**config.mk**
```make
export PLATFORM = sky130hd
export DESIGN_NAME = apg_cordic_cell
export DESIGN_NICKNAME = d
export VERILOG_FILES = /design/src/sv/apg_pkg.sv /design/src/sv/apg_cordic_cell.sv
export SDC_FILE = /design/constraint.sdc
export NUM_CORES = 1
export LEC_CHECK = 0
export BUFFER_PORTS_ARGS = -buffer_cell sky130_fd_sc_hd__clkbuf_2
export CAP_MARGIN = 25
export CORE_MARGIN = 10
export CORE_UTILIZATION = 45
export DETAILED_ROUTE_END_ITERATION = 8
export PLACE_DENSITY = 0.65
export RECOVER_POWER = 50
export SLEW_MARGIN = 20
export SYNTH_ARGS = -nofsm -noshare
export SYNTH_HDL_FRONTEND = slang
export SYNTH_SLANG_ARGS = --single-unit
```
**constraint.sdc**
```tcl
create_clock -name clock -period 11.2 [get_ports clock]
set_input_delay 0 -clock clock [delete_from_list [all_inputs] [get_ports clock]]
set_output_delay 0 -clock clock [all_outputs]
set_load 0.01 [all_outputs]
```
**src/sv/apg_pkg.sv**
```systemverilog
// Shared types, constants and the CORDIC angle table of the arc point generator.
`timescale 1ns / 1ps
package apg_pkg;

   localparam int INDEX_W    = 6;
   localparam int RADIUS_W   = 16;
   localparam int ANGLE_W    = 16;
   localparam int COUNT_W    = 7;
   localparam int COORD_W    = 17;
   localparam int CSR_ADDR_W = 2;
   localparam int CSR_DATA_W = 16;

   localparam int MAX_POINTS    = 64;
   localparam int CORDIC_STAGES = 16;
   localparam int DEN_W      = COUNT_W;
   localparam int DIFF_W     = ANGLE_W + 1;
   localparam int MAG_W      = ANGLE_W;
   localparam int DIVIDEND_W = INDEX_W + MAG_W;
   localparam int DIV_STEPS  = DIVIDEND_W;
   localparam int SUM_W      = ANGLE_W + 2;
   localparam int ANG_FRAC   = 17;
   localparam int TURN_W     = SUM_W + ANG_FRAC;
   localparam int WRAP_STEPS = 4;
   localparam int VEC_W      = 32;
   localparam int GAIN_W     = 30;
   localparam int GAIN_SHIFT = 16;
   localparam int OUT_SHIFT  = 14;
   localparam int OUT_LIMIT  = 65535;

   localparam logic [RADIUS_W-1:0]        RADIUS_RESET = 16'd256;
   localparam logic signed [ANGLE_W-1:0]  START_RESET  = 16'sd0;
   localparam logic signed [ANGLE_W-1:0]  END_RESET    = 16'sd6434;
   localparam logic [COUNT_W-1:0]         COUNT_RESET  = 7'd33;
   localparam logic signed [ANGLE_W-1:0]  FULL_TURN    = 16'sd25736;
   localparam logic [GAIN_W-1:0]          CORDIC_GAIN  = 30'd652032874;

   localparam logic signed [TURN_W-1:0] TURN_PI     = 35'sd1686629713;
   localparam logic signed [TURN_W-1:0] TURN_TWO_PI = 35'sd3373259426;
   localparam logic signed [VEC_W-1:0]  VEC_PI      = 32'sd1686629713;
   localparam logic signed [VEC_W-1:0]  VEC_HALF_PI = 32'sd843314857;

   typedef logic signed [VEC_W-1:0] vec_type;

   typedef enum logic [CSR_ADDR_W-1:0] {
      CSR_RADIUS = 2'd0,
      CSR_START  = 2'd1,
      CSR_END    = 2'd2,
      CSR_COUNT  = 2'd3
   } csr_reg_type;

   typedef struct packed {
      logic                    valid;
      logic [DEN_W-1:0]        rem;
      logic [DIVIDEND_W-1:0]   work;
      logic [DEN_W-1:0]        den;
      logic                    neg;
      logic signed [ANGLE_W-1:0] start;
   } div_stage_type;

   typedef struct packed {
      logic                     valid;
      logic signed [TURN_W-1:0] z;
   } wrap_stage_type;

   typedef struct packed {
      logic    valid;
      vec_type x;
      vec_type y;
      vec_type z;
      logic    neg;
   } cordic_stage_type;

   function automatic vec_type atan_step(input int unsigned k);
      vec_type a;
      unique case (k)
         0: a = 32'sd421657428;
         1: a = 32'sd248918915;
         2: a = 32'sd131521918;
         3: a = 32'sd66762579;
         4: a = 32'sd33510843;
         5: a = 32'sd16771758;
         6: a = 32'sd8387925;
         7: a = 32'sd4194219;
         8: a = 32'sd2097141;
         9: a = 32'sd1048575;
         default: begin
            if (k < 29) a = VEC_W'(64'sd1 <<< (29 - k));
            else        a = '0;
         end
      endcase
      return a;
   endfunction

endpackage

```
**src/sv/apg_cordic_cell.sv**
```systemverilog
// One rotation-mode CORDIC iteration with its fixed shift and angle.
`timescale 1ns / 1ps
module apg_cordic_cell #(
   parameter int unsigned STAGE = 0
) (
   input  logic                      clock,
   input  logic                      reset,
   input  logic                      advance,
   input  apg_pkg::cordic_stage_type up_stage,
   output apg_pkg::cordic_stage_type down_stage
);
   import apg_pkg::*;

   localparam vec_type ATAN = atan_step(STAGE);

   cordic_stage_type stage_ff;
   cordic_stage_type stage_in;
   vec_type          dx;
   vec_type          dy;

   always_comb begin
      dx       = up_stage.y >>> STAGE;
      dy       = up_stage.x >>> STAGE;
      stage_in = up_stage;
      if (!up_stage.z[VEC_W-1]) begin
         stage_in.x = up_stage.x - dx;
         stage_in.y = up_stage.y + dy;
         stage_in.z = up_stage.z - ATAN;
      end else begin
         stage_in.x = up_stage.x + dx;
         stage_in.y = up_stage.y - dy;
         stage_in.z = up_stage.z + ATAN;
      end
   end

   always_ff @(posedge clock) begin
      if (reset) begin
         stage_ff.valid <= 1'b0;
      end else if (advance) begin
         stage_ff <= stage_in;
      end
   end

   assign down_stage = stage_ff;

endmodule

```
==> metrics.txt, run 1 <==
run status=complete, but fails checks; failing checks=max-capacitance violations, max-slew violations; Vias=8858; Cells after DPL=1539; count of cell types in the netlist=72; Overall Global Routing Usage=20.5%; post-route minimum period=3.58 ns; CTS Buf Count=9; EDFF count, synth=96; setup TNS=0 ns; Clock Sinks=97; Max Clock Skew=0 ns; post-CTS sizing=0; Chip Height=167 um; Mapped Cells=1112; Max-Cap Viols=1; Max stage delay cell, worst path=clkbuf_1; final slew viol count=51; I/O pin cnt=199; Final nets=1508; DP HPWL=23.7 mm; dpl ws=7.64 ns; CP Buf/Inv Count=4; Worst Hold Class=in -> reg; vias per cell=5.67; DR WL/cell=19.2 um; Final setup viols=0; drt total wl=30.0 mm; commonest non-fill, non-tap cells in the layout=ha_1 (122), a21oi_1 (117), inv_1 (108); CP max FO=50; grt total ovfl=0; vias in the first global route=8712; CP Class=in -> reg; final period utilization=32.0%; Clock transition at path regs=0.07 ns; max reg flops=97; RSZ-0062 raised after global routing=no; # DRC=0; Slew headroom=-85.5%; starting density of the core=46.1%; pin count of the biggest net entering global routing=80; CP endpoint kind=flip-flop; Leak Pwr=4.77 nW; first-pass GRT wire length=47.6 mm; initial antenna violation count=1; Async S/R FF share, synth=0%; CP cell instances=dlygate4sd3_1 > clkbuf_1 > nor2b_4 > clkbuf_1 > buf_4; Synth Net Count=1339; CTS tree=built; Rows=53; startpoint types=input pin; Avg Inst Size Synth=8.78 sq um; commonest non-fill, non-tap cell in the layout=ha_1; PwrDens=116 nW/um^2; post-route ant nets=0; CORE AREA=21200 sq um; Worst Tran Pin Value=2.78 ns; Peak Freq=279 MHz; CTS H-Tree Depth=3; Seq cells post-synth=97; Top FF cell, synth=edfxtp_1; hold slack=0.0631 ns; peak supply drop=0.0646 mV; DRT iter0 DRCs=894; clk buf depth=2; Finished Layout Cells=1562; RePlAce Congestion=0.943; layout cells sized above 1=10.7%; Root Buffer Master=clkbuf_16; Core Util, Final=52.5%; CP Data Required Time=11.19 ns; P&R area growth vs syn=13.7%; sequential share of the synthesized area=29.7%; die area=28000 sq um; clk_lat worst skew=0.35 ns; Worst Slack Setup Final=7.62 ns; Yosys warnings=0; synthesized cell area=9760 sq um; CP arrival=3.57 ns; DRT Pass-1 Iters=5; Top delay family on crit path=buffers and inverters; critical path's most frequent cell=clkbuf_1; Worst path max stage delay=1.95 ns; # port buffers=198; die width=167 um; Fin. Hold Viols=0
-- synth_stat cells, types with 8 or more instances --
| cell | number | area [sq um] |
|---|---|---|
| a211oi_1 | 15 | 113 |
| inv_1 | 108 | 405 |
| nor3_1 | 19 | 95.1 |
| clkbuf_1 | 20 | 75.1 |
| ha_1 | 122 | 1530 |
| o21bai_1 | 22 | 165 |
| o31ai_1 | 8 | 60.1 |
| o211ai_1 | 8 | 60.1 |
| xor2_1 | 14 | 123 |
| a21o_1 | 33 | 248 |
| and2_1 | 8 | 50.1 |
| a31oi_1 | 11 | 68.8 |
| nor2_1 | 91 | 342 |
| nand4_1 | 11 | 68.8 |
| nand3_1 | 12 | 60.1 |
| edfxtp_1 | 96 | 2880 |
| nand2_1 | 64 | 240 |
| mux2i_1 | 12 | 120 |
| o21a_1 | 13 | 97.6 |
| nor2b_1 | 14 | 87.6 |
| a21oi_1 | 117 | 586 |
| o21ai_0 | 72 | 360 |
| buf_2 | 15 | 75.1 |
| xnor2_1 | 70 | 613 |
-- logic make-up after synthesis --
logic type,after synthesis,share of synthesized area (%)
xor+xnor,84,7.54
simple gates,255,12.1
compound gates,378,25.9
flops,97,29.7
fa+ha+maj,126,16.5
buf+inv,159,6.92
mux,13,1.35
-- timing repair --
action                                 4_1_cts  5_1_grt
hold buffers                                 6        0
endpoints found under the hold margin        5        0
buffers inserted                             0        0
-- through the flow --
| step | total power, W | instance area [sq um] |
|---|---|---|
| after floorplan | 0.000821 | 9760 |
| after global placement | 0.000972 | 10900 |
| after detailed placement | 0.000973 | 10900 |
| after CTS | 0.00130 | 11200 |
| after global routing | 0.00137 | 11100 |
| final | 0.00129 | 11100 |
-- final timing paths --
check                           cells after the start  slack (ns)              to           start
worst min-delay path                                3        0.06  down_stage[32]    up_stage[31]
worst min register to register                      3        1.05  down_stage[97]  down_stage[97]
worst max-delay path                                5        7.62  down_stage[74]           reset
worst max register to register                      3       10.06  down_stage[97]  down_stage[97]
-- worst register-to-register path: cells and delay by family, from the launching register on --
kind	cells	cell delay, ns
buffers and inverters	1	0.55
DFF	1	0.31
muxes	1	0.12
and+or+nand+nor	1	0.05
-- metal layers --
metal | part of all wire [%] | track usage [%]
met1 | 47 | 28.7
met2 | 44 | 31.7
met3 | 7.2 | 3.96
met4 | 1.6 | 4.96
met5 | 0 | 0
-- power by group --
group / switching [W] / internal [W] / total, W
Sequential: 0.0000136 / 0.000461 / 0.000474
Combinational: 0.000306 / 0.000185 / 0.000490
Clock: 0.000164 / 0.000163 / 0.000327
Total: 0.000483 / 0.000808 / 0.00129
-- final cells by class --
| type | count | area, sq um |
|---|---|---|
| fillers | 2062 | 10100 |
| well taps | 275 | 344 |
| diodes | 1 | 2.50 |
| clock inverters | 6 | 57.6 |
| repair buffers | 208 | 952 |
| flip-flops and latches | 97 | 2900 |
| inverters | 109 | 409 |
| multi-input cells | 856 | 6190 |
| clock buffers | 10 | 239 |
Note: power is estimated with default switching activity, not from simulation.
==> run 2, diff against run 1 <==
==> constraint.sdc (replaced) <==
create_clock -name clock -period 3.3 [get_ports clock]
set_input_delay 0 -clock clock [delete_from_list [all_inputs] [get_ports clock]]
set_output_delay 0 -clock clock [all_outputs]
set_load 0.01 [all_outputs]
==> metrics.txt, run 2 (same netlist as run 1, synthesis figures left out) <==
met3 wire length=1.95 mm; failing checks=max-capacitance violations, max-slew violations; final period utilization=91.6%; layout cells sized above 1=13.3%; die area=28000 sq um; post-CTS setup buffers=0; Fin. Hold Viols=0; CTS tree=built; post-route minimum period=3.02 ns; CP arrival=3.13 ns; Max Clock Skew=0 ns; DRT iter0 DRCs=787; P&R area growth vs syn=17.1%; post-route ant nets=0; Rows=53; Peak Freq=331 MHz; FILL cells=2105; commonest non-fill, non-tap cell in the layout=ha_1; met1 WL=14.3 mm; WL met2=13.9 mm; # DRC=0; Root Buffer Master=clkbuf_16; clk_lat worst skew=0.35 ns; CTS H-Tree Depth=3; die width=167 um; CORE AREA=21200 sq um; # port buffers=198; Clock transition at path regs=0.07 ns; CTS Buf Count=9; run status=complete, but fails checks; multi-input logic area=6180 sq um; total power draw=0.00455 W; setup TNS=0 ns; Slew headroom=-50.8%; PwrDens=398 nW/um^2; max reg flops=97; first-pass GRT wire length=48.3 mm; CP Class=in -> reg; Final setup viols=0; vias in the first global route=8848; Overall Global Routing Usage=20.9%; Max-Cap Viols=1; Worst Slack Setup Final=0.276 ns; Ant. Diodes=0; dpl ws=0.215 ns; RePlAce Congestion=0.946; Vias=9131; starting density of the core=46.1%; RSZ-0062 raised after global routing=no; Worst Tran Pin Value=2.26 ns; DR WL/cell=19.2 um; I/O pin cnt=199; Worst Hold Class=in -> reg; Clock Sinks=97; CP Data Required Time=3.40 ns; vias per cell=5.71; Leak Pwr=4.98 nW; CP max FO=3; final slew viol count=25; CP endpoint kind=flip-flop; initial antenna violation count=0; commonest non-fill, non-tap cells in the layout=ha_1 (122), a21oi_1 (117), inv_1 (108); startpoint types=input pin; Sequential cell area=2900 sq um; clk buf depth=2; Top Layer Used=met4; grt total ovfl=0; Final nets=1547; drt total wl=30.7 mm; pin count of the biggest net entering global routing=56; DP HPWL=25.2 mm; peak supply drop=0.236 mV; Chip Height=167 um; DRT Pass-1 Iters=5
## run 2: cell count changes in the layout (fill, tap and decap cells not counted), sizes merged
cell,previous run,this run
buf,4,44
bufinv,0,2
clkinv,2,0
inv,113,111
clkinvlp,0,1
diode,1,0
## run 2: worst max-delay path, cell delays in order
cell	delay, ns
dlygate4sd3_1	0.52
clkbuf_2	0.12
inv_1	0.07
fa_1	0.46
nor2b_1	0.16
nor3_1	0.07
o21ai_0	0.19
a31oi_1	0.15
o311ai_1	0.50
a41oi_1	0.32
nor2_1	0.24
a41oi_1	0.17
xnor2_1	0.16
## run 2: through the flow
step           std cells  hold slack [ns]  area, sq um  utilization, %
2_1_floorplan       1112           0.0724         9760               -
3_3_place_gp        1578            0.176        11200            52.8
3_5_place_dp        1578            0.179        11200            52.8
4_1_cts             1600           0.0647        11600            54.7
5_1_grt             1600           0.0850        11400            54.0
6_report            1600           0.0825        11400            54.0
## run 2: layout make-up
type / count / share of cell area, %
flip-flops and latches: 97 / 25.4
multi-input cells: 856 / 54.1
inverters: 109 / 3.58
clock buffers: 11 / 2.12
clock inverters: 5 / 0.766
well taps: 275 / 3.01
repair buffers: 247 / 11.0
## run 2: where the power goes
part / internal (W) / total [W] / leakage, nW / switching (W)
logic: 0.000679 / 0.00175 / 3.91 / 0.00107
registers: 0.00156 / 0.00160 / 0.910 / 0.0000385
clock network: 0.000695 / 0.00120 / 0.158 / 0.000508
total: 0.00293 / 0.00455 / 4.98 / 0.00162
## run 2: routing by layer
metal,global-route usage [%],vias to the layer above
met1,28.3,4291
met3,3.39,34
li1,-,4439
met2,33.9,367
met5,0,-
met4,5.26,0
## run 2: worst paths after layout
path                                     start             end  slack [ns]  depth (start not counted)
worst max-delay path               up_stage[3]  down_stage[27]        0.28                         13
worst min-delay path              up_stage[31]  down_stage[32]        0.08                          3
worst max register to register  down_stage[97]  down_stage[97]        2.17                          3
worst min register to register  down_stage[97]  down_stage[97]        1.04                          3
## run 2: what timing repair did
item / CTS / global route
endpoints found under the hold margin: 5 / 0
resized for setup: 0 / 0
hold buffers: 6 / 0
