### src/sv/apg_pkg.sv
// Shared types, constants and the CORDIC angle table of the arc point generator.
`timescale 1ns / 1ps
package apg_pkg;

   localparam int INDEX_W    = 6;
   localparam int RADIUS_W   = 16;
   localparam int ANGLE_W    = 16;
   localparam int COUNT_W    = 7;
   localparam int COORD_W    = 17;
   localparam int CSR_ADDR_W = 2;
   localparam int CSR_DATA_W = 16;

   localparam int MAX_POINTS    = 64;
   localparam int CORDIC_STAGES = 16;
   localparam int DEN_W      = COUNT_W;
   localparam int DIFF_W     = ANGLE_W + 1;
   localparam int MAG_W      = ANGLE_W;
   localparam int DIVIDEND_W = INDEX_W + MAG_W;
   localparam int DIV_STEPS  = DIVIDEND_W;
   localparam int SUM_W      = ANGLE_W + 2;
   localparam int ANG_FRAC   = 17;
   localparam int TURN_W     = SUM_W + ANG_FRAC;
   localparam int WRAP_STEPS = 4;
   localparam int VEC_W      = 32;
   localparam int GAIN_W     = 30;
   localparam int GAIN_SHIFT = 16;
   localparam int OUT_SHIFT  = 14;
   localparam int OUT_LIMIT  = 65535;

   localparam logic [RADIUS_W-1:0]        RADIUS_RESET = 16'd256;
   localparam logic signed [ANGLE_W-1:0]  START_RESET  = 16'sd0;
   localparam logic signed [ANGLE_W-1:0]  END_RESET    = 16'sd6434;
   localparam logic [COUNT_W-1:0]         COUNT_RESET  = 7'd33;
   localparam logic signed [ANGLE_W-1:0]  FULL_TURN    = 16'sd25736;
   localparam logic [GAIN_W-1:0]          CORDIC_GAIN  = 30'd652032874;

   localparam logic signed [TURN_W-1:0] TURN_PI     = 35'sd1686629713;
   localparam logic signed [TURN_W-1:0] TURN_TWO_PI = 35'sd3373259426;
   localparam logic signed [VEC_W-1:0]  VEC_PI      = 32'sd1686629713;
   localparam logic signed [VEC_W-1:0]  VEC_HALF_PI = 32'sd843314857;

   typedef logic signed [VEC_W-1:0] vec_type;

   typedef enum logic [CSR_ADDR_W-1:0] {
      CSR_RADIUS = 2'd0,
      CSR_START  = 2'd1,
      CSR_END    = 2'd2,
      CSR_COUNT  = 2'd3
   } csr_reg_type;

   typedef struct packed {
      logic                    valid;
      logic [DEN_W-1:0]        rem;
      logic [DIVIDEND_W-1:0]   work;
      logic [DEN_W-1:0]        den;
      logic                    neg;
      logic signed [ANGLE_W-1:0] start;
   } div_stage_type;

   typedef struct packed {
      logic                     valid;
      logic signed [TURN_W-1:0] z;
   } wrap_stage_type;

   typedef struct packed {
      logic    valid;
      vec_type x;
      vec_type y;
      vec_type z;
      logic    neg;
   } cordic_stage_type;

   function automatic vec_type atan_step(input int unsigned k);
      vec_type a;
      unique case (k)
         0: a = 32'sd421657428;
         1: a = 32'sd248918915;
         2: a = 32'sd131521918;
         3: a = 32'sd66762579;
         4: a = 32'sd33510843;
         5: a = 32'sd16771758;
         6: a = 32'sd8387925;
         7: a = 32'sd4194219;
         8: a = 32'sd2097141;
         9: a = 32'sd1048575;
         default: begin
            if (k < 29) a = VEC_W'(64'sd1 <<< (29 - k));
            else        a = '0;
         end
      endcase
      return a;
   endfunction

endpackage

### src/sv/apg_wrap_cell.sv
// One whole-turn reduction step of the point angle towards (-pi, pi].
`timescale 1ns / 1ps
module apg_wrap_cell (
   input  logic                    clock,
   input  logic                    reset,
   input  logic                    advance,
   input  apg_pkg::wrap_stage_type up_stage,
   output apg_pkg::wrap_stage_type down_stage
);
   import apg_pkg::*;

   wrap_stage_type stage_ff;
   wrap_stage_type stage_in;

   always_comb begin
      stage_in = up_stage;
      priority if (up_stage.z > TURN_PI) begin
         stage_in.z = up_stage.z - TURN_TWO_PI;
      end else if (up_stage.z <= -TURN_PI) begin
         stage_in.z = up_stage.z + TURN_TWO_PI;
      end
   end

   always_ff @(posedge clock) begin
      if (reset) begin
         stage_ff.valid <= 1'b0;
      end else if (advance) begin
         stage_ff <= stage_in;
      end
   end

   assign down_stage = stage_ff;

endmodule

### config.mk
export PLATFORM = sky130hd
export DESIGN_NAME = apg_wrap_cell
export DESIGN_NICKNAME = d
export VERILOG_FILES = /design/src/sv/apg_pkg.sv /design/src/sv/apg_wrap_cell.sv
export SDC_FILE = /design/constraint.sdc
export NUM_CORES = 1
export LEC_CHECK = 0
export ABC_AREA = 0
export BUFFER_PORTS_ARGS = -buffer_cell sky130_fd_sc_hd__buf_2
export CAP_MARGIN = 25
export CORE_ASPECT_RATIO = 1.25
export CORE_MARGIN = 4
export CORE_UTILIZATION = 49
export DETAILED_ROUTE_END_ITERATION = 8
export PLACE_DENSITY = 0.77
export SYNTH_ARGS = -nofsm -noshare
export SYNTH_HDL_FRONTEND = slang
export SYNTH_SLANG_ARGS = --single-unit
### constraint.sdc
create_clock -name clock -period 2.6 [get_ports clock]
set_clock_uncertainty 0.2 [all_clocks]
set_input_delay 0.26 -clock clock [delete_from_list [all_inputs] [get_ports clock]]
set_output_delay 0.26 -clock clock [all_outputs]
set_load 0.005 [all_outputs]
==> results of run 1 <==
power by group through the flow:
stage | Clock [mW] | Sequential, mW | Combinational (mW)
after floorplan | 0 | 0.738 | 0.253
after CTS | 0.511 | 0.715 | 0.475
after detailed placement | 0 | 0.728 | 0.471
final | 0.499 | 0.714 | 0.483
after global routing | 0.526 | 0.720 | 0.529
after global placement | 0 | 0.726 | 0.463
logic make-up after synthesis:
family,Yosys count,synth area share [%]
simple gates,124,22.3
compound gates,91,21.7
buf+inv,43,7.08
flops,36,37.2
xor+xnor,32,9.73
fa+ha+maj,3,1.30
mux,2,0.695
per-stage QoR:
stage	std cells	util (%)	hold WS, ns	total power, mW	worst slack [ns]
after floorplan	331	-	0.132	0.991	0.0120
after global placement	505	66.9	0.268	1.19	-0.168
after detailed placement	505	66.9	0.277	1.20	-0.262
after CTS	514	69.1	0.0169	1.70	0.0446
after global routing	514	69.9	0.0729	1.78	-0.0717
final	514	69.9	0.0186	1.70	0.122
placed cells by master, fill, tap and decap left out, types with 2 or more instances in the layout:
cell type | Yosys | layout
buf_2 | 7 | 74
buf_4 | 0 | 65
edfxtp_1 | 35 | 35
nor2_1 | 27 | 27
nand2_1 | 26 | 26
xnor2_1 | 22 | 22
o21ai_0 | 21 | 20
nor3_1 | 14 | 14
a21oi_1 | 13 | 13
nand3_1 | 12 | 12
inv_1 | 12 | 12
xor2_1 | 10 | 10
nand4_1 | 8 | 8
o22ai_1 | 7 | 7
nor4_1 | 8 | 6
clkbuf_8 | 0 | 5
and3_1 | 4 | 4
and2_1 | 4 | 4
a31oi_1 | 4 | 4
a22oi_1 | 4 | 4
a32oi_1 | 4 | 4
a31o_2 | 3 | 3
a311oi_1 | 3 | 3
o211ai_1 | 3 | 3
or4_1 | 3 | 3
o31ai_1 | 3 | 3
o21bai_1 | 3 | 3
ha_1 | 3 | 3
nor4_2 | 0 | 2
a21o_1 | 2 | 2
or3_1 | 2 | 2
a21boi_0 | 2 | 2
nand3b_1 | 2 | 2
and4_1 | 2 | 2
o2111ai_1 | 2 | 2
o32ai_1 | 2 | 2
a22oi_2 | 2 | 2
o21ai_1 | 1 | 2
buf_12 | 0 | 2
repair_timing:
| action | CTS | global route |
|---|---|---|
| hold buffers | 1 | 0 |
| hold endpoints to repair | 1 | 0 |
| gates resized for setup | 0 | 9 |
| endpoints found under the setup margin | 0 | 25 |
how the worst max path moves through the flow:
stage / endpoint / from / slack, ns
4_1_cts: down_stage[16]$_DFFE_PP_ / up_stage[13] / 0.04
3_3_place_gp: down_stage[6]$_DFFE_PP_ / up_stage[8] / -0.17
2_1_floorplan: down_stage[2]$_DFFE_PP_ / up_stage[15] / 0.01
6_report: down_stage[29]$_DFFE_PP_ / up_stage[2] / 0.12
5_1_grt: down_stage[29]$_DFFE_PP_ / up_stage[2] / -0.07
3_5_place_dp: down_stage[23]$_DFFE_PP_ / up_stage[13] / -0.26
final cells by class:
class,count,share of cell area (%)
well taps,64,2.06
clock buffers,5,1.77
repair buffers,142,23.4
flip-flops and latches,36,27.6
inverters,12,1.16
clock inverters,3,1.10
multi-input cells,252,42.9
worst max-delay path, delay by kind of cell:
| family | cells | cell delay, ns |
|---|---|---|
| AO/OA/AOI/OAI | 4 | 1.19 |
| XOR/XNOR | 1 | 0.10 |
| AND/OR/NAND/NOR | 2 | 0.19 |
| adder cells (fa/ha/maj) | 1 | 0.19 |
| buffers and inverters | 2 | 0.37 |
routing by layer:
layer,routed length (um),track usage [%]
met5,0,0
met4,142,8.31
met3,555,2.69
met2,4380,43.2
met1,3490,30.0
==> impl_metrics.yaml, run 1 <==
placement:
  routabilityCongestion: 0.952
  io_buffers: 74
  placed_area_mm2: 0.00372
  dpl.hpwl_um: 6590
layout:
  multi_input_area_mm2: 0.00167
  fillers: 458
  syn_to_final_growth_pct: 34.8
  regArea_mm2: 0.00107
  antenna_cells: 0
  fin_nets: 491
  design_area_mm2: 0.00388
  largest_reg_flops: 36
  drive_gt1_share_pct: 36.9
timing:
  period_minus_slack_ns: 2.48
  hold_violations: 0
  finalCritPeriodShare_pct: 95.3
  max_freq_ghz: 0.404
  setup_viol: 0
  drv_slew: 0
  tightestPinTransition_ns: 0.637
  max_slew_margin_pct: 56.4
  finalSetupTns_ns: 0
clock_tree:
  numCtsBuffers: 5
  clk_latency_ns: 0.28
  h-tree-depth: 2
  clk_path_buf_depth: 2
  root_buffer: "clkbuf_8"
  cts_tree: "done"
  clk_pin_slew_worst_paths_ns: 0.07
  postCtsSetupBuffers: 0
  cts_sinks: 36
grt:
  grt_max_degree: 36
  grt_first_pass_wirelength_um: 14000
  first_global_vias: 2977
  antenna_found_initial: 0
  grt.overflow.total: 0
  grt_use_total_pct: 24.1
synthesis:
  synth_nets: 373
  ys.flop_type: "edfxtp_1"
  synth_edf_count: 35
  async_reset_ff_share_pct: 0
  synth_area_leaders: "edfxtp_1, xnor2_1, o21ai_0"
  netlist_instances: 331
  synth_area_leader_cell: "edfxtp_1"
  yosysSeqAreaShare_pct: 37.2
  ys_warn_count: 0
  yosys-top-cells-count: "edfxtp_1, nor2_1, nand2_1"
  syn_area_mm2: 0.00288
  ys_seq_elements: 36
  syn_avg_cell_area_um2: 8.70
  synth_cell_types: 60
  yosys.cell_count.top_type: "edfxtp_1"
  synth_top_area_share_pct: 36.5
routing:
  num_vias: 3054
  final_antenna_net_count: 0
  wire_per_inst_um: 16.7
  vias_per_cell: 5.94
  first_pass_iters: 6
  drc: 0
  drt_iter0_drc: 261
  drt-total-wl_um: 8570
worst_setup_path:
  crit_arrival_ns: 2.31
  max_stage_delay_ns: 0.61
  timing.rr.start: "down_stage[35]$_SDFFE_PP0P_"
  r2r_end: "down_stage[35]$_SDFFE_PP0P_"
  slowest_stage: "a2111oi_0"
  path_class: "in -> reg"
  path_cells: "buf_2 -> ha_1 -> nand4_1 -> a2111oi_0 -> buf_4 -> nor3b_2 -> o21ai_0 -> o21ai_0 -> o21ai_0 -> xor2_1"
  cp_max_fo: 7
  critPathCaptureType: "flop"
  worst_r2r_path_depth: 2
  crit_top_cell: "o21ai_0"
  rrSetupSlack_ns: 1.82
  required_ns: 2.43
  cp-start-kind: "input pin"
hold_path:
  min-delay-path-class: "in -> reg"
  min-delay-start: "up_stage[35]"
  min_path_cells: 3
  min_to: "down_stage[35]$_SDFFE_PP0P_"
power:
  power.leakage_nw: 1.60
  share_comb_of_total_power_pct: 28.5
  p_seq_share_pct: 42.1
  vdd_ir_drop_max_uv: 249
  power_frac_clock_pct: 29.4
  p_int_mw: 1.21
  p_per_area_mw_per_mm2: 437
  swShare_pct: 28.5
  p_switching_uw: 484
floorplan:
  design.die.area_mm2: 0.00718
  num_rows: 30
  dieHeight_um: 93.7
  die_w_um: 76.6
  initial_core_util_pct: 51.8
  ioPinCount: 75
  core_mm2: 0.00556
run:
  maxCapViolCount: 0
outcome:
  status: "completed"
No activity file was read; power rests on OpenSTA's default activity.
==> run 2: changes to the inputs <==
--- a/config.mk
+++ b/config.mk
@@ -5,14 +5,14 @@
 export SDC_FILE = /design/constraint.sdc
 export NUM_CORES = 1
 export LEC_CHECK = 0
-export ABC_AREA = 0
+export ABC_AREA = 1
 export BUFFER_PORTS_ARGS = -buffer_cell sky130_fd_sc_hd__buf_2
 export CAP_MARGIN = 25
 export CORE_ASPECT_RATIO = 1.25
 export CORE_MARGIN = 4
-export CORE_UTILIZATION = 49
+export CORE_UTILIZATION = 54
 export DETAILED_ROUTE_END_ITERATION = 8
-export PLACE_DENSITY = 0.77
+export PLACE_DENSITY = 0.78
 export SYNTH_ARGS = -nofsm -noshare
 export SYNTH_HDL_FRONTEND = slang
 export SYNTH_SLANG_ARGS = --single-unit
==> run 2 against run 1 <==
Compared with the run above: the flow now finishes with violations (negative hold slack); worst hold slack worse by 0.021 ns; register-to-register slack got worse by 0.05 ns; sequential cell count is the same; wire length rose to 2.5 times the previous value; critical endpoint is now down_stage[15]$_DFFE_PP_.
==> impl_metrics.yaml, run 2 <==
clock_tree:
  clk_path_buf_depth: 2
  cts_hold_buf: 0
  cts_sinks: 36
  cts_tree: "done"
  h-tree-depth: 2
  root_buffer: "clkbuf_16"
  postCtsSetupBuffers: 0
  clk_latency_ns: 0.28
  cts_resized: 0
  clk_pin_slew_worst_paths_ns: 0.06
  numCtsBuffers: 5
synthesis:
  ys_seq_elements: 36
  ys_warn_count: 0
  syn_area_mm2: 0.00556
  syn_avg_cell_area_um2: 5.64
  synth_edf_count: 35
  yosys.cell_count.top_type: "nand2_1"
  netlist_instances: 985
  synth_top_area_share_pct: 25.5
  yosysSeqAreaShare_pct: 19.3
  synth_cell_types: 41
  yosys-top-cells-count: "nand2_1, nand3_1, nor2_1"
  synth_area_leaders: "nand2_1, edfxtp_1, nand3_1"
  ys.flop_type: "edfxtp_1"
  async_reset_ff_share_pct: 0
  synth_nets: 1027
  synth_area_leader_cell: "nand2_1"
grt:
  grt_use_total_pct: 36.1
  antenna_found_initial: 0
  top_usage_layer: "met2"
  grtUsageMet3_pct: 4.66
  grt.overflow.total: 0
  grt_max_degree: 36
  grt_first_pass_wirelength_um: 33700
  met2_usage_pct: 62.0
  first_global_vias: 6279
  met1_usage_pct: 42.5
layout:
  fillers: 1089
  final_common_cell: "nand2_1"
  design_area_mm2: 0.00620
  largest_reg_flops: 36
  fin_nets: 1096
  syn_to_final_growth_pct: 11.5
  final_cell_mix: "nand2_1, nand3_1, nor2_1"
  drive_gt1_share_pct: 18.4
  antenna_cells: 0
  finalCoreUtilization_pct: 61.6
power:
  swShare_pct: 38.2
  power_frac_clock_pct: 27.9
  share_comb_of_total_power_pct: 38.7
  p_per_area_mw_per_mm2: 344
  p_switching_uw: 813
  p_seq_share_pct: 33.4
  vdd_ir_drop_max_uv: 285
  p_int_mw: 1.32
  power.leakage_nw: 3.20
worst_setup_path:
  slowest_stage: "nor2_2"
  path_class: "in -> reg"
  startpoint: "up_stage[20]"
  timing.rr.start: "down_stage[35]$_SDFFE_PP0P_"
  cp-start-kind: "input pin"
  cp_num_buf_inv: 2
  required_ns: 2.44
  critPathCaptureType: "flop"
  crit_arrival_ns: 2.02
  crit_top_cell: "nand2_1"
  cp_max_fo: 33
  max_stage_delay_ns: 0.21
  path_cells: "buf_2 -> inv_1 -> nand2_1 -> nor2_2 -> nand2_1 -> nand2_1 -> nand3_1 -> a21oi_1 -> nand2_1 -> nand2_2 -> nand2_4 -> nand3_1 -> nand2_1"
  crit_family: "simple AND/OR/NAND/NOR gates"
timing:
  finalSetupTns_ns: 0
  period_minus_slack_ns: 2.18
  max_slew_margin_pct: 59.4
  whs_ns: -0.00270
  max_freq_ghz: 0.458
  rsz0062_at_grt: "no"
  tightestPinTransition_ns: 0.605
  setup_viol: 0
  finalCritPeriodShare_pct: 84.0
  drv_slew: 0
  hold_violations: 1
  setup_ws_ns: 0.415
routing:
  vias_per_cell: 5.67
  num_vias: 6714
  first_pass_iters: 8
  drt-total-wl_um: 21500
  final_antenna_net_count: 0
  wire_per_inst_um: 18.2
  drt_iter0_drc: 655
  drc: 0
floorplan:
  initial_core_util_pct: 55.3
  num_rows: 41
  ioPinCount: 75
  core_mm2: 0.0101
  design.die.area_mm2: 0.0120
  die_w_um: 98.7
  dieHeight_um: 121
hold_path:
  min-delay-start: "reset"
  min-delay-path-class: "in -> reg"
placement:
  routabilityCongestion: 1.05
  placed_area_mm2: 0.00605
  dpl.hpwl_um: 17600
  io_buffers: 74
  place_ws_ns: 0.171
run:
  maxCapViolCount: 0
outcome:
  status: "complete, but fails checks"
  violations: "negative hold slack"
==> run 2: logic make-up (layout without fill, tap and decap cells) <==
| logic type | count (synthesis) | after routing | share of synthesized area [%] |
|---|---|---|---|
| buffers and inverters | 143 | 213 | 12.4 |
| adders and majority gates | 3 | 3 | 0.675 |
| DFF | 36 | 36 | 19.3 |
| AOI/OAI and AO/OA | 53 | 53 | 5.09 |
| xor gates and xnor gates | 35 | 35 | 5.52 |
| and+or+nand+nor | 715 | 715 | 57.1 |
==> run 2: per-layer routing <==
metal  wire [um]  vias to the layer above
li1            -                     3264
met1        7870                     2992
met2       10300                      365
met3        1750                       93
met4        1630                        0
met5           0                        -
==> run 2: final cells by class <==
class	instances	area, um^2	area share (%)
Multi-Input combinational cell	806	3810	61.4
Inverter	98	372	6.00
Clock inverter	3	18.8	0.303
Tap cell	129	161	2.60
Sequential cell	36	1070	17.3
Timing Repair Buffer	107	643	10.4
Clock buffer	5	125	2.02
==> run 2: power groups by stage <==
| stage | Clock [mW] | Combinational, mW | Sequential [mW] |
|---|---|---|---|
| after floorplan | 0 | 0.531 | 0.732 |
| after global placement | 0 | 0.807 | 0.723 |
| after detailed placement | 0 | 0.810 | 0.723 |
| after CTS | 0.595 | 0.813 | 0.712 |
| after global routing | 0.627 | 0.905 | 0.715 |
| final | 0.594 | 0.825 | 0.711 |
==> run 2: final timing paths <==
kind	end	slack (ns)	cells after the start
max	down_stage[15]$_DFFE_PP_	0.42	13
min	down_stage[35]$_SDFFE_PP0P_	-0.003	2
max reg2reg	down_stage[35]$_SDFFE_PP0P_	1.77	2
min reg2reg	down_stage[35]$_SDFFE_PP0P_	0.29	2
==> run 2: per-stage QoR <==
step | std cells | total power, mW
after floorplan | 985 | 1.26
after global placement | 1176 | 1.53
after detailed placement | 1176 | 1.53
after CTS | 1184 | 2.12
after global routing | 1184 | 2.25
final | 1184 | 2.13
