$ cat config.mk
export PLATFORM = sky130hd
export DESIGN_NAME = apg_div_cell
export DESIGN_NICKNAME = d
export VERILOG_FILES = /design/src/sv/apg_pkg.sv /design/src/sv/apg_div_cell.sv
export SDC_FILE = /design/constraint.sdc
export NUM_CORES = 1
export LEC_CHECK = 0
export BUFFER_PORTS_ARGS = -buffer_cell sky130_fd_sc_hd__buf_2
export CAP_MARGIN = 15
export CELL_PAD_IN_SITES_DETAIL_PLACEMENT = 1
export CELL_PAD_IN_SITES_GLOBAL_PLACEMENT = 2
export CORE_MARGIN = 2
export CORE_UTILIZATION = 26
export DETAILED_ROUTE_END_ITERATION = 10
export GPL_ROUTABILITY_DRIVEN = 0
export PLACE_DENSITY_LB_ADDON = 0.1
export SLEW_MARGIN = 20
export SYNTH_ARGS = -nofsm -noshare
export SYNTH_HDL_FRONTEND = slang
export SYNTH_SLANG_ARGS = --single-unit
$ cat constraint.sdc
create_clock -name clock -period 3.86 [get_ports clock]
set_clock_uncertainty 0.15 [all_clocks]
set_input_delay 0.772 -clock clock [delete_from_list [all_inputs] [get_ports clock]]
set_output_delay 0.772 -clock clock [all_outputs]
set_load 0.005 [all_outputs]
$ cat src/sv/apg_pkg.sv
// Shared types, constants and the CORDIC angle table of the arc point generator.
`timescale 1ns / 1ps
package apg_pkg;

   localparam int INDEX_W    = 6;
   localparam int RADIUS_W   = 16;
   localparam int ANGLE_W    = 16;
   localparam int COUNT_W    = 7;
   localparam int COORD_W    = 17;
   localparam int CSR_ADDR_W = 2;
   localparam int CSR_DATA_W = 16;

   localparam int MAX_POINTS    = 64;
   localparam int CORDIC_STAGES = 16;
   localparam int DEN_W      = COUNT_W;
   localparam int DIFF_W     = ANGLE_W + 1;
   localparam int MAG_W      = ANGLE_W;
   localparam int DIVIDEND_W = INDEX_W + MAG_W;
   localparam int DIV_STEPS  = DIVIDEND_W;
   localparam int SUM_W      = ANGLE_W + 2;
   localparam int ANG_FRAC   = 17;
   localparam int TURN_W     = SUM_W + ANG_FRAC;
   localparam int WRAP_STEPS = 4;
   localparam int VEC_W      = 32;
   localparam int GAIN_W     = 30;
   localparam int GAIN_SHIFT = 16;
   localparam int OUT_SHIFT  = 14;
   localparam int OUT_LIMIT  = 65535;

   localparam logic [RADIUS_W-1:0]        RADIUS_RESET = 16'd256;
   localparam logic signed [ANGLE_W-1:0]  START_RESET  = 16'sd0;
   localparam logic signed [ANGLE_W-1:0]  END_RESET    = 16'sd6434;
   localparam logic [COUNT_W-1:0]         COUNT_RESET  = 7'd33;
   localparam logic signed [ANGLE_W-1:0]  FULL_TURN    = 16'sd25736;
   localparam logic [GAIN_W-1:0]          CORDIC_GAIN  = 30'd652032874;

   localparam logic signed [TURN_W-1:0] TURN_PI     = 35'sd1686629713;
   localparam logic signed [TURN_W-1:0] TURN_TWO_PI = 35'sd3373259426;
   localparam logic signed [VEC_W-1:0]  VEC_PI      = 32'sd1686629713;
   localparam logic signed [VEC_W-1:0]  VEC_HALF_PI = 32'sd843314857;

   typedef logic signed [VEC_W-1:0] vec_type;

   typedef enum logic [CSR_ADDR_W-1:0] {
      CSR_RADIUS = 2'd0,
      CSR_START  = 2'd1,
      CSR_END    = 2'd2,
      CSR_COUNT  = 2'd3
   } csr_reg_type;

   typedef struct packed {
      logic                    valid;
      logic [DEN_W-1:0]        rem;
      logic [DIVIDEND_W-1:0]   work;
      logic [DEN_W-1:0]        den;
      logic                    neg;
      logic signed [ANGLE_W-1:0] start;
   } div_stage_type;

   typedef struct packed {
      logic                     valid;
      logic signed [TURN_W-1:0] z;
   } wrap_stage_type;

   typedef struct packed {
      logic    valid;
      vec_type x;
      vec_type y;
      vec_type z;
      logic    neg;
   } cordic_stage_type;

   function automatic vec_type atan_step(input int unsigned k);
      vec_type a;
      unique case (k)
         0: a = 32'sd421657428;
         1: a = 32'sd248918915;
         2: a = 32'sd131521918;
         3: a = 32'sd66762579;
         4: a = 32'sd33510843;
         5: a = 32'sd16771758;
         6: a = 32'sd8387925;
         7: a = 32'sd4194219;
         8: a = 32'sd2097141;
         9: a = 32'sd1048575;
         default: begin
            if (k < 29) a = VEC_W'(64'sd1 <<< (29 - k));
            else        a = '0;
         end
      endcase
      return a;
   endfunction

endpackage

$ cat src/sv/apg_div_cell.sv
// One restoring division step: one quotient bit of the angle step per cell.
`timescale 1ns / 1ps
module apg_div_cell (
   input  logic                   clock,
   input  logic                   reset,
   input  logic                   advance,
   input  apg_pkg::div_stage_type up_stage,
   output apg_pkg::div_stage_type down_stage
);
   import apg_pkg::*;

   div_stage_type    stage_ff;
   div_stage_type    stage_in;
   logic [DEN_W:0]   trial;
   logic             fits;

   always_comb begin
      trial    = {up_stage.rem, up_stage.work[DIVIDEND_W-1]};
      fits     = trial >= {1'b0, up_stage.den};
      stage_in = up_stage;
      if (fits) stage_in.rem = DEN_W'(trial - {1'b0, up_stage.den});
      else      stage_in.rem = trial[DEN_W-1:0];
      stage_in.work = {up_stage.work[DIVIDEND_W-2:0], fits};
   end

   always_ff @(posedge clock) begin
      if (reset) begin
         stage_ff.valid <= 1'b0;
      end else if (advance) begin
         stage_ff <= stage_in;
      end
   end

   assign down_stage = stage_ff;

endmodule

==> impl_metrics.env, run 1 <==
export IMPL_synth_commonest_cells="edfxtp_1 (53), inv_1 (9), nor2_1 (9)"
export IMPL_cp_slowest_cell="fa_1"
export IMPL_leakagePower_nw=1.24
export IMPL_yosysTopAreaCell="edfxtp_1"
export IMPL_max_stage_delay_ps=410
export IMPL_fp_row_count=32
export IMPL_timing_critical_path_buf_inv=1
export IMPL_arrival_ps=2570
export IMPL_finalHoldViolations=0
export IMPL_synthArstFlopShare_pct=0
export IMPL_worstPathRequired_ps=3770
export IMPL_cts_hold_buf=0
export IMPL_syn_inst=115
export IMPL_setup_violations=0
export IMPL_cts_tree="yes"
export IMPL_rsz0062_at_grt="false"
export IMPL_die_y_um=93.4
export IMPL_boundaryPins=111
export IMPL_synthFlopType="edfxtp_1"
export IMPL_fill_cells=849
export IMPL_ys_seq_elements=54
export IMPL_root_buffer="clkbuf_8"
export IMPL_core_area_sq_um=7730
export IMPL_syn_mean_instance_area_sq_um=18.0
export IMPL_fmax_mhz=375
export IMPL_track_usage_pct=11.1
export IMPL_drive_gt1_share_pct=54.1
export IMPL_cts_sinks=54
export IMPL_maxCapViolCount=0
export IMPL_relSlewSlack_pct=67.5
export IMPL_wirelength_um=4770
export IMPL_hold_class="reg -> reg"
export IMPL_seq_area_frac_synth_pct=77.6
export IMPL_fp_dieArea_sq_um=8710
export IMPL_numCtsBuffers=5
export IMPL_drv_slew=0
export IMPL_start_kind="input port"
export IMPL_post_route_period_util_pct=69.0
export IMPL_status="finished, final reports clean"
export IMPL_grt_first_pass_wirelength_um=7370
export IMPL_viasPerCell=4.21
export IMPL_die_w_um=93.4
export IMPL_worstSetupPathType="in -> reg"
export IMPL_start_util_pct=26.9
export IMPL_clk_latency_ps=300
export IMPL_ys_warnings_count=0
export IMPL_syn_to_final_growth_pct=38.6
export IMPL_fin_util_pct=37.2
export IMPL_dp_hpwl_um=3800
export IMPL_critPathMaxFanout=8
export IMPL_synth_top_area_share_pct=76.7
export IMPL_wl_per_cell_um=14.2
export IMPL_netlist_area_sq_um=2080
export IMPL_vias=1409
export IMPL_largest_register_ffs=54
export IMPL_min_period_ps=2660
export IMPL_globalRouteOverflowTotal=0
export IMPL_crit_family="adder cells"
export IMPL_dr_pass1_iters=4
export IMPL_first_global_vias=1426
export IMPL_grt_max_degree=40
export IMPL_mappedNetlistNets=180
export IMPL_crit_chain="buf_2 -> ha_1 -> fa_1 -> nand2b_1 -> a21oi_2 -> o221ai_2 -> nand2_4 -> mux2_1"
export IMPL_synth_enable_flop_cells=53
export IMPL_htree_levels=2
export IMPL_fin_setup_tns_ps=0
export IMPL_cts_setup_buffers=0
export IMPL_nNetsFinal=297
export IMPL_synth_area_leaders="edfxtp_1 (77%), ha_1 (4.2%), mux2_1 (2.2%)"
export IMPL_drt_antenna_violating_nets=0
export IMPL_worstMarginPinSlew_ps=488
export IMPL_cp_end_kind="flop"
export IMPL_power_density_nw_per_um2=434
export IMPL_clk_pin_slew_ps=100
export IMPL_antenna_found_initial=0
export IMPL_cts_buffer_depth=2
export IMPL_drt_iter0_drc=48
export IMPL_peakVddDrop_mv=0.128
export IMPL_diodes=0
export IMPL_io_buffers=110
export IMPL_ys_types=31
export IMPL_ctsResizeCount=0
export IMPL_yosysMostFrequentCell="edfxtp_1"
export IMPL_drcViolationCount=0
[final timing paths]
| kind | start | endpoint | slack, ps | cells past startpoint |
|---|---|---|---|---|
| max reg2reg | down_stage[53] | down_stage[53] | 3130 | 2 |
| max | up_stage[17] | down_stage[49] | 1200 | 8 |
| min reg2reg | down_stage[53] | down_stage[53] | 350 | 2 |
| min | down_stage[53] | down_stage[53] | 350 | 2 |
[power by group]
part / switching, mW / internal (mW)
clock network: 0.188 / 0.197
logic: 0.0821 / 0.0817
registers: 0.00842 / 0.692
total: 0.279 / 0.971
[cell usage in the layout, fill, tap and decap left out, types with 2 or more instances in the layout]
master    synthesis  final
edfxtp_1         53     53
clkbuf_8          0      5
buf_2             0    110
mux2i_1           3      3
nand2b_1          2      2
a311o_1           2      2
ha_1              7      7
a21oi_1           2      2
nor2_1            9      9
nand3_1           2      2
mux2_1            4      4
inv_1             9      9
[worst register-to-register path: stages (launching register included)]
cell	delay (ps)
dfxtp_1	320
mux2i_1	120
nor2_1	50
[layer usage]
layer	share of wire, %	global-route usage, %	vias up
met5	0	0	-
met4	0.84	4.04	0
met3	8.3	2.74	2
met2	50	18.3	61
met1	41	14.1	679
li1	-	-	667
[cell families after synthesis]
logic type / Yosys count / synth area share (%)
muxes: 8 / 4.34
buffers and inverters: 11 / 2.23
DFF: 54 / 77.6
AOI/OAI and AO/OA: 11 / 4.46
and+or+nand+nor: 21 / 5.30
xor gates and xnor gates: 2 / 0.844
adders and majority gates: 8 / 5.18
[per-stage QoR]
stage | setup WS (ps) | total power [mW] | std cells | cell area (sq um) | hold WS [ps]
6_report | 1200 | 1.25 | 335 | 2880 | 353
3_5_place_dp | 846 | 0.884 | 327 | 2760 | 343
4_1_cts | 1180 | 1.27 | 335 | 2880 | 368
2_1_floorplan | 89.7 | 0.796 | 115 | 2080 | 335
5_1_grt | 1060 | 1.32 | 335 | 2880 | 409
3_3_place_gp | 869 | 0.882 | 327 | 2760 | 338
[cell type report]
cell class	count	area [sq um]	share of cell area (%)
sequential	54	1610	56.0
clock inverter	3	47.5	1.65
inverter	10	38.8	1.35
timing repair buffer	111	558	19.4
multi-input combinational	50	425	14.8
clock buffer	5	68.8	2.39
tap	102	128	4.43
Note: power is estimated with default switching activity, not from simulation.
==> run 2, diff against run 1 <==
--- a/config.mk
+++ b/config.mk
@@ -5,12 +5,13 @@
 export SDC_FILE = /design/constraint.sdc
 export NUM_CORES = 1
 export LEC_CHECK = 0
+export ABC_AREA = 1
 export BUFFER_PORTS_ARGS = -buffer_cell sky130_fd_sc_hd__buf_2
 export CAP_MARGIN = 15
 export CELL_PAD_IN_SITES_DETAIL_PLACEMENT = 1
 export CELL_PAD_IN_SITES_GLOBAL_PLACEMENT = 2
 export CORE_MARGIN = 2
-export CORE_UTILIZATION = 26
+export CORE_UTILIZATION = 25
 export DETAILED_ROUTE_END_ITERATION = 10
 export GPL_ROUTABILITY_DRIVEN = 0
 export PLACE_DENSITY_LB_ADDON = 0.1
==> constraint.sdc (replaced) <==
create_clock -name clock -period 2.25 [get_ports clock]
set_clock_uncertainty 0.15 [all_clocks]
set_input_delay 0.45 -clock clock [delete_from_list [all_inputs] [get_ports clock]]
set_output_delay 0.45 -clock clock [all_outputs]
set_load 0.005 [all_outputs]
==> run 2 against run 1 <==
Power rose by 62%. Sequential power rose by 71%. Synthesized cell count rose by 35%. Area after synthesis rose by 3.1%. Combinational power rose by 84%. Clock power rose by 34%. Critical path depth rose by 3. Die area rose by 6.9%. Utilization fell by 1.3 points. Non-clock buffer count rose by 3. Via count rose by 11%.
==> impl_metrics.env, run 2 <==
export IMPL_yosysTopAreaCell="edfxtp_1"
export IMPL_crit_top_cell="nand2_1"
export IMPL_cp_slowest_cell="fa_1"
export IMPL_maxCapViolCount=0
export IMPL_worstSetupPathType="in -> reg"
export IMPL_design_area_sq_um=2970
export IMPL_htree_levels=2
export IMPL_crit_chain="buf_2 -> ha_1 -> fa_1 -> inv_1 -> nand2_1 -> nand2_1 -> nand2_1 -> o21ai_0 -> nand2_1 -> nand3_1 -> nand2_1"
export IMPL_vias=1558
export IMPL_die_y_um=96.5
export IMPL_final_cell_mix="buf_2 (110), edfxtp_1 (53), nand2_1 (38), inv_1 (24), nand3_1 (12)"
export IMPL_netlist_area_sq_um=2140
export IMPL_fmax_mhz=512
export IMPL_dpl_instance_area_sq_um=2890
export IMPL_drive_gt1_share_pct=45.5
export IMPL_finalHoldViolations=0
export IMPL_synth_area_leaders="edfxtp_1 (74%), nand2_1 (6.7%), inv_1 (4.2%)"
export IMPL_yosysMostFrequentCell="edfxtp_1"
export IMPL_drv_slew=0
export IMPL_nNetsFinal=341
export IMPL_numCtsBuffers=5
export IMPL_ys_warnings_count=0
export IMPL_synthFlopType="edfxtp_1"
export IMPL_start_kind="input port"
export IMPL_worstMarginPinSlew_ps=425
export IMPL_critPathMaxFanout=5
export IMPL_drt_iter0_drc=54
export IMPL_first_global_vias=1457
export IMPL_peakVddDrop_mv=0.279
export IMPL_max_stage_delay_ps=380
export IMPL_status="finished, final reports clean"
export IMPL_diodes=0
export IMPL_wl_per_cell_um=13.6
export IMPL_power_density_nw_per_um2=680
export IMPL_post_route_period_util_pct=86.8
export IMPL_ys_seq_elements=54
export IMPL_fp_dieArea_sq_um=9320
export IMPL_syn_mean_instance_area_sq_um=13.8
export IMPL_viasPerCell=4.08
export IMPL_arrival_ps=1860
export IMPL_largest_register_ffs=54
export IMPL_multiInputGateArea_sq_um=447
export IMPL_mappedNetlistNets=220
export IMPL_drt_antenna_violating_nets=0
export IMPL_synth_enable_flop_cells=53
export IMPL_start_util_pct=25.9
export IMPL_cts_buffer_depth=2
export IMPL_wirelength_um=5180
export IMPL_cts_setup_buffers=0
export IMPL_leakagePower_nw=1.35
export IMPL_relSlewSlack_pct=71.6
export IMPL_root_buffer="clkbuf_8"
export IMPL_syn_inst=155
export IMPL_synth_top_area_share_pct=74.3
export IMPL_ctsResizeCount=0
export IMPL_fp_row_count=33
export IMPL_grt_first_pass_wirelength_um=7450
export IMPL_grt_max_degree=25
export IMPL_track_usage_pct=10.8
export IMPL_antenna_found_initial=0
export IMPL_io_buffers=110
export IMPL_clk_pin_slew_ps=90
export IMPL_rsz0062_at_grt="false"
export IMPL_fill_cells=944
export IMPL_drcViolationCount=0
export IMPL_synthArstFlopShare_pct=0
export IMPL_cts_sinks=54
export IMPL_final_common_cell="buf_2"
export IMPL_dr_pass1_iters=4
export IMPL_syn_to_final_growth_pct=38.7
export IMPL_clk_latency_ps=300
export IMPL_core_area_sq_um=8260
export IMPL_min_period_ps=1950
export IMPL_setup_violations=0
export IMPL_synth_commonest_cells="edfxtp_1 (53), nand2_1 (38), inv_1 (24)"
export IMPL_cp_end_kind="flop"
export IMPL_hold_class="in -> reg"
export IMPL_worstPathRequired_ps=2160
export IMPL_boundaryPins=111
export IMPL_cts_tree="yes"
export IMPL_dp_hpwl_um=4250
export IMPL_regArea_sq_um=1610
export IMPL_dp_cells=374
export IMPL_globalRouteOverflowTotal=0
export IMPL_cts_hold_buf=0
export IMPL_die_w_um=96.5
export IMPL_stdcell_count=382
export IMPL_seq_area_frac_synth_pct=75.3
export IMPL_ys_types=18
run 2: per-stage QoR:
stage,hold slack [ps],TNS (ps),util [%],power [mW],worst slack [ps]
3_5_place_dp,312,-156,34.9,1.54,-32.8
2_1_floorplan,300,0,-,1.36,229
4_1_cts,155,0,36.0,2.06,297
6_report,169,0,36.0,2.02,298
3_3_place_gp,298,0,34.9,1.53,33.7
5_1_grt,149,0,36.0,2.13,159
run 2: path summary, 6_finish.rpt:
| check | start | to | slack, ps | cells after the start |
|---|---|---|---|---|
| worst max register to register | down_stage[53] | down_stage[53] | 1530 | 2 |
| worst max-delay path | up_stage[17] | down_stage[52] | 300 | 11 |
| worst min-delay path | up_stage[14] | down_stage[14] | 170 | 1 |
| worst min register to register | down_stage[53] | down_stage[53] | 320 | 2 |
run 2: area by class of cell:
cell class | count | share of cell area (%)
inverter | 24 | 3.03
multi-input combinational | 77 | 15.0
clock buffer | 7 | 2.57
timing repair buffer | 114 | 20.4
tap | 105 | 4.42
sequential | 54 | 54.3
clock inverter | 1 | 0.253
run 2: worst max-delay path, delay by kind of cell:
kind,cells,cell delay (ps)
AOI/OAI and AO/OA,1,110
adders and majority gates,2,600
and+or+nand+nor,6,520
buffers and inverters,2,180
run 2: cells by family after synthesis:
| logic type | after synthesis | synth area share (%) |
|---|---|---|
| simple gates | 61 | 12.7 |
| compound gates | 6 | 1.93 |
| fa+ha+maj | 8 | 5.03 |
| xor+xnor | 2 | 0.818 |
| flops | 54 | 75.3 |
| buf+inv | 24 | 4.21 |
run 2: metal layers:
layer / track usage (%) / wire (um) / vias up
met5: 0 / 0 / -
met4: 4.58 / 84 / 0
met3: 2.64 / 511 / 6
met2: 17.7 / 2410 / 64
met1: 13.5 / 2170 / 720
li1: - / - / 768
run 2: where the power goes:
group	switching, mW	internal (mW)
sequential	0.0145	1.19
clock	0.297	0.221
combinational	0.161	0.140
==> run 3, diff against run 2 <==
--- a/config.mk
+++ b/config.mk
@@ -14,6 +14,7 @@
 export CORE_UTILIZATION = 25
 export DETAILED_ROUTE_END_ITERATION = 10
 export GPL_ROUTABILITY_DRIVEN = 0
+export MAX_ROUTING_LAYER = met4
 export PLACE_DENSITY_LB_ADDON = 0.1
 export SLEW_MARGIN = 20
 export SYNTH_ARGS = -nofsm -noshare
==> run 3 against run 2 <==
Via count unchanged. Sequential power about the same. Maximum frequency barely moved. Non-clock buffer count unchanged. Utilization stayed put. Flip-flop and latch count is the same. Clock power hardly changed. Register-to-register slack about the same.
==> impl_metrics.env, run 3 (synthesized netlist as in run 2, its figures left out) <==
export IMPL_status="finished, final reports clean"
export IMPL_fp_dieArea_sq_um=9320
export IMPL_die_y_um=96.5
export IMPL_worstSetupPathType="in -> reg"
export IMPL_fill_cells=944
export IMPL_viasPerCell=4.08
export IMPL_rsz0062_at_grt="false"
export IMPL_numCtsBuffers=5
export IMPL_clk_pin_slew_ps=90
export IMPL_nNetsFinal=341
export IMPL_ctsResizeCount=0
export IMPL_vias=1558
export IMPL_finalHoldViolations=0
export IMPL_wl_per_cell_um=13.6
export IMPL_cts_buffer_depth=2
export IMPL_boundaryPins=111
export IMPL_fmax_mhz=512
export IMPL_leakagePower_nw=1.35
export IMPL_largest_register_ffs=54
export IMPL_stdcell_count=382
export IMPL_io_buffers=110
export IMPL_core_area_sq_um=8260
export IMPL_drv_slew=0
export IMPL_fin_util_pct=36.0
export IMPL_min_from="up_stage[14]"
export IMPL_setup_violations=0
export IMPL_critPathMaxFanout=5
export IMPL_globalRouteOverflowTotal=0
export IMPL_final_cell_mix="buf_2 (110), edfxtp_1 (53), nand2_1 (38), inv_1 (24), nand3_1 (12)"
export IMPL_r2r_start="down_stage[53]"
export IMPL_whs_ps=169
export IMPL_drt_iter0_drc=54
export IMPL_diodes=0
export IMPL_drive_gt1_share_pct=45.5
export IMPL_worstSetupStartpoint="up_stage[17]"
export IMPL_grt_first_pass_wirelength_um=7450
export IMPL_worstPathRequired_ps=2160
export IMPL_drt_antenna_violating_nets=0
export IMPL_drcViolationCount=0
export IMPL_die_w_um=96.5
export IMPL_dp_cells=374
export IMPL_final_common_cell="buf_2"
export IMPL_cts_hold_buf=0
export IMPL_cts_sinks=54
export IMPL_antenna_found_initial=0
export IMPL_start_kind="input port"
export IMPL_wirelength_um=5180
export IMPL_post_route_period_util_pct=86.8
export IMPL_track_usage_pct=11.1
export IMPL_syn_to_final_growth_pct=38.7
export IMPL_grt_max_degree=25
export IMPL_power_density_nw_per_um2=680
export IMPL_dr_pass1_iters=4
export IMPL_relSlewSlack_pct=71.6
export IMPL_dp_hpwl_um=4250
export IMPL_cts_setup_buffers=0
export IMPL_cp_end_kind="flop"
export IMPL_clk_latency_ps=300
export IMPL_maxCapViolCount=0
export IMPL_fp_row_count=33
export IMPL_worstMarginPinSlew_ps=425
export IMPL_peakVddDrop_mv=0.279
export IMPL_root_buffer="clkbuf_8"
export IMPL_htree_levels=2
export IMPL_min_period_ps=1950
export IMPL_hold_class="in -> reg"
export IMPL_cts_tree="yes"
export IMPL_arrival_ps=1860
export IMPL_first_global_vias=1457
export IMPL_start_util_pct=25.9
run 3: cell counts in the layout (fill, tap and decap cells not counted):
Identical to the previous run, type by type.
run 3: metal layers:
layer / wire, um / vias to the layer above / global-route usage, %
li1: - / 768 / -
met1: 2190 / 720 / 13.6
met2: 2410 / 64 / 17.7
met3: 498 / 6 / 2.48
met4: 84 / 0 / 4.58
met5: 0 / - / -
run 3: through the flow:
step	setup WS [ps]	power, mW	setup TNS (ps)	instance area [sq um]
after floorplan	229	1.36	0	2150
after detailed placement	-32.8	1.54	-156	2890
after global routing	159	2.13	0	2970
final	298	2.02	0	2970
after global placement	33.7	1.53	0	2890
after CTS	297	2.06	0	2970
run 3: final timing paths:
| path | endpoint | slack (ps) | cells after the start |
|---|---|---|---|
| hold reg to reg | down_stage[53] | 320 | 2 |
| setup reg to reg | down_stage[53] | 1530 | 2 |
| setup / recovery | down_stage[52] | 300 | 11 |
| hold / removal | down_stage[14] | 170 | 1 |
run 3: cell type report:
type	count	area, sq um	share of cell area [%]
clock buffer	7	76.3	2.57
clock inverter	1	7.51	0.253
inverter	24	90.1	3.03
multi-input combinational	77	447	15.0
sequential	54	1610	54.3
tap	105	131	4.42
timing repair buffer	114	606	20.4
run 3: worst max-delay path, stage by stage:
cell and delay [ps]:
buf_2 100, ha_1 220, fa_1 380, inv_1 80, nand2_1 50, nand2_1 80
nand2_1 80, o21ai_0 110, nand2_1 160, nand3_1 100, nand2_1 50
run 3: report_power, final:
| part | leakage, nW | total [mW] | switching, mW | internal (mW) |
|---|---|---|---|---|
| sequential | 0.505 | 1.20 | 0.0145 | 1.19 |
| clock | 0.0385 | 0.517 | 0.297 | 0.221 |
| combinational | 0.806 | 0.301 | 0.161 | 0.140 |
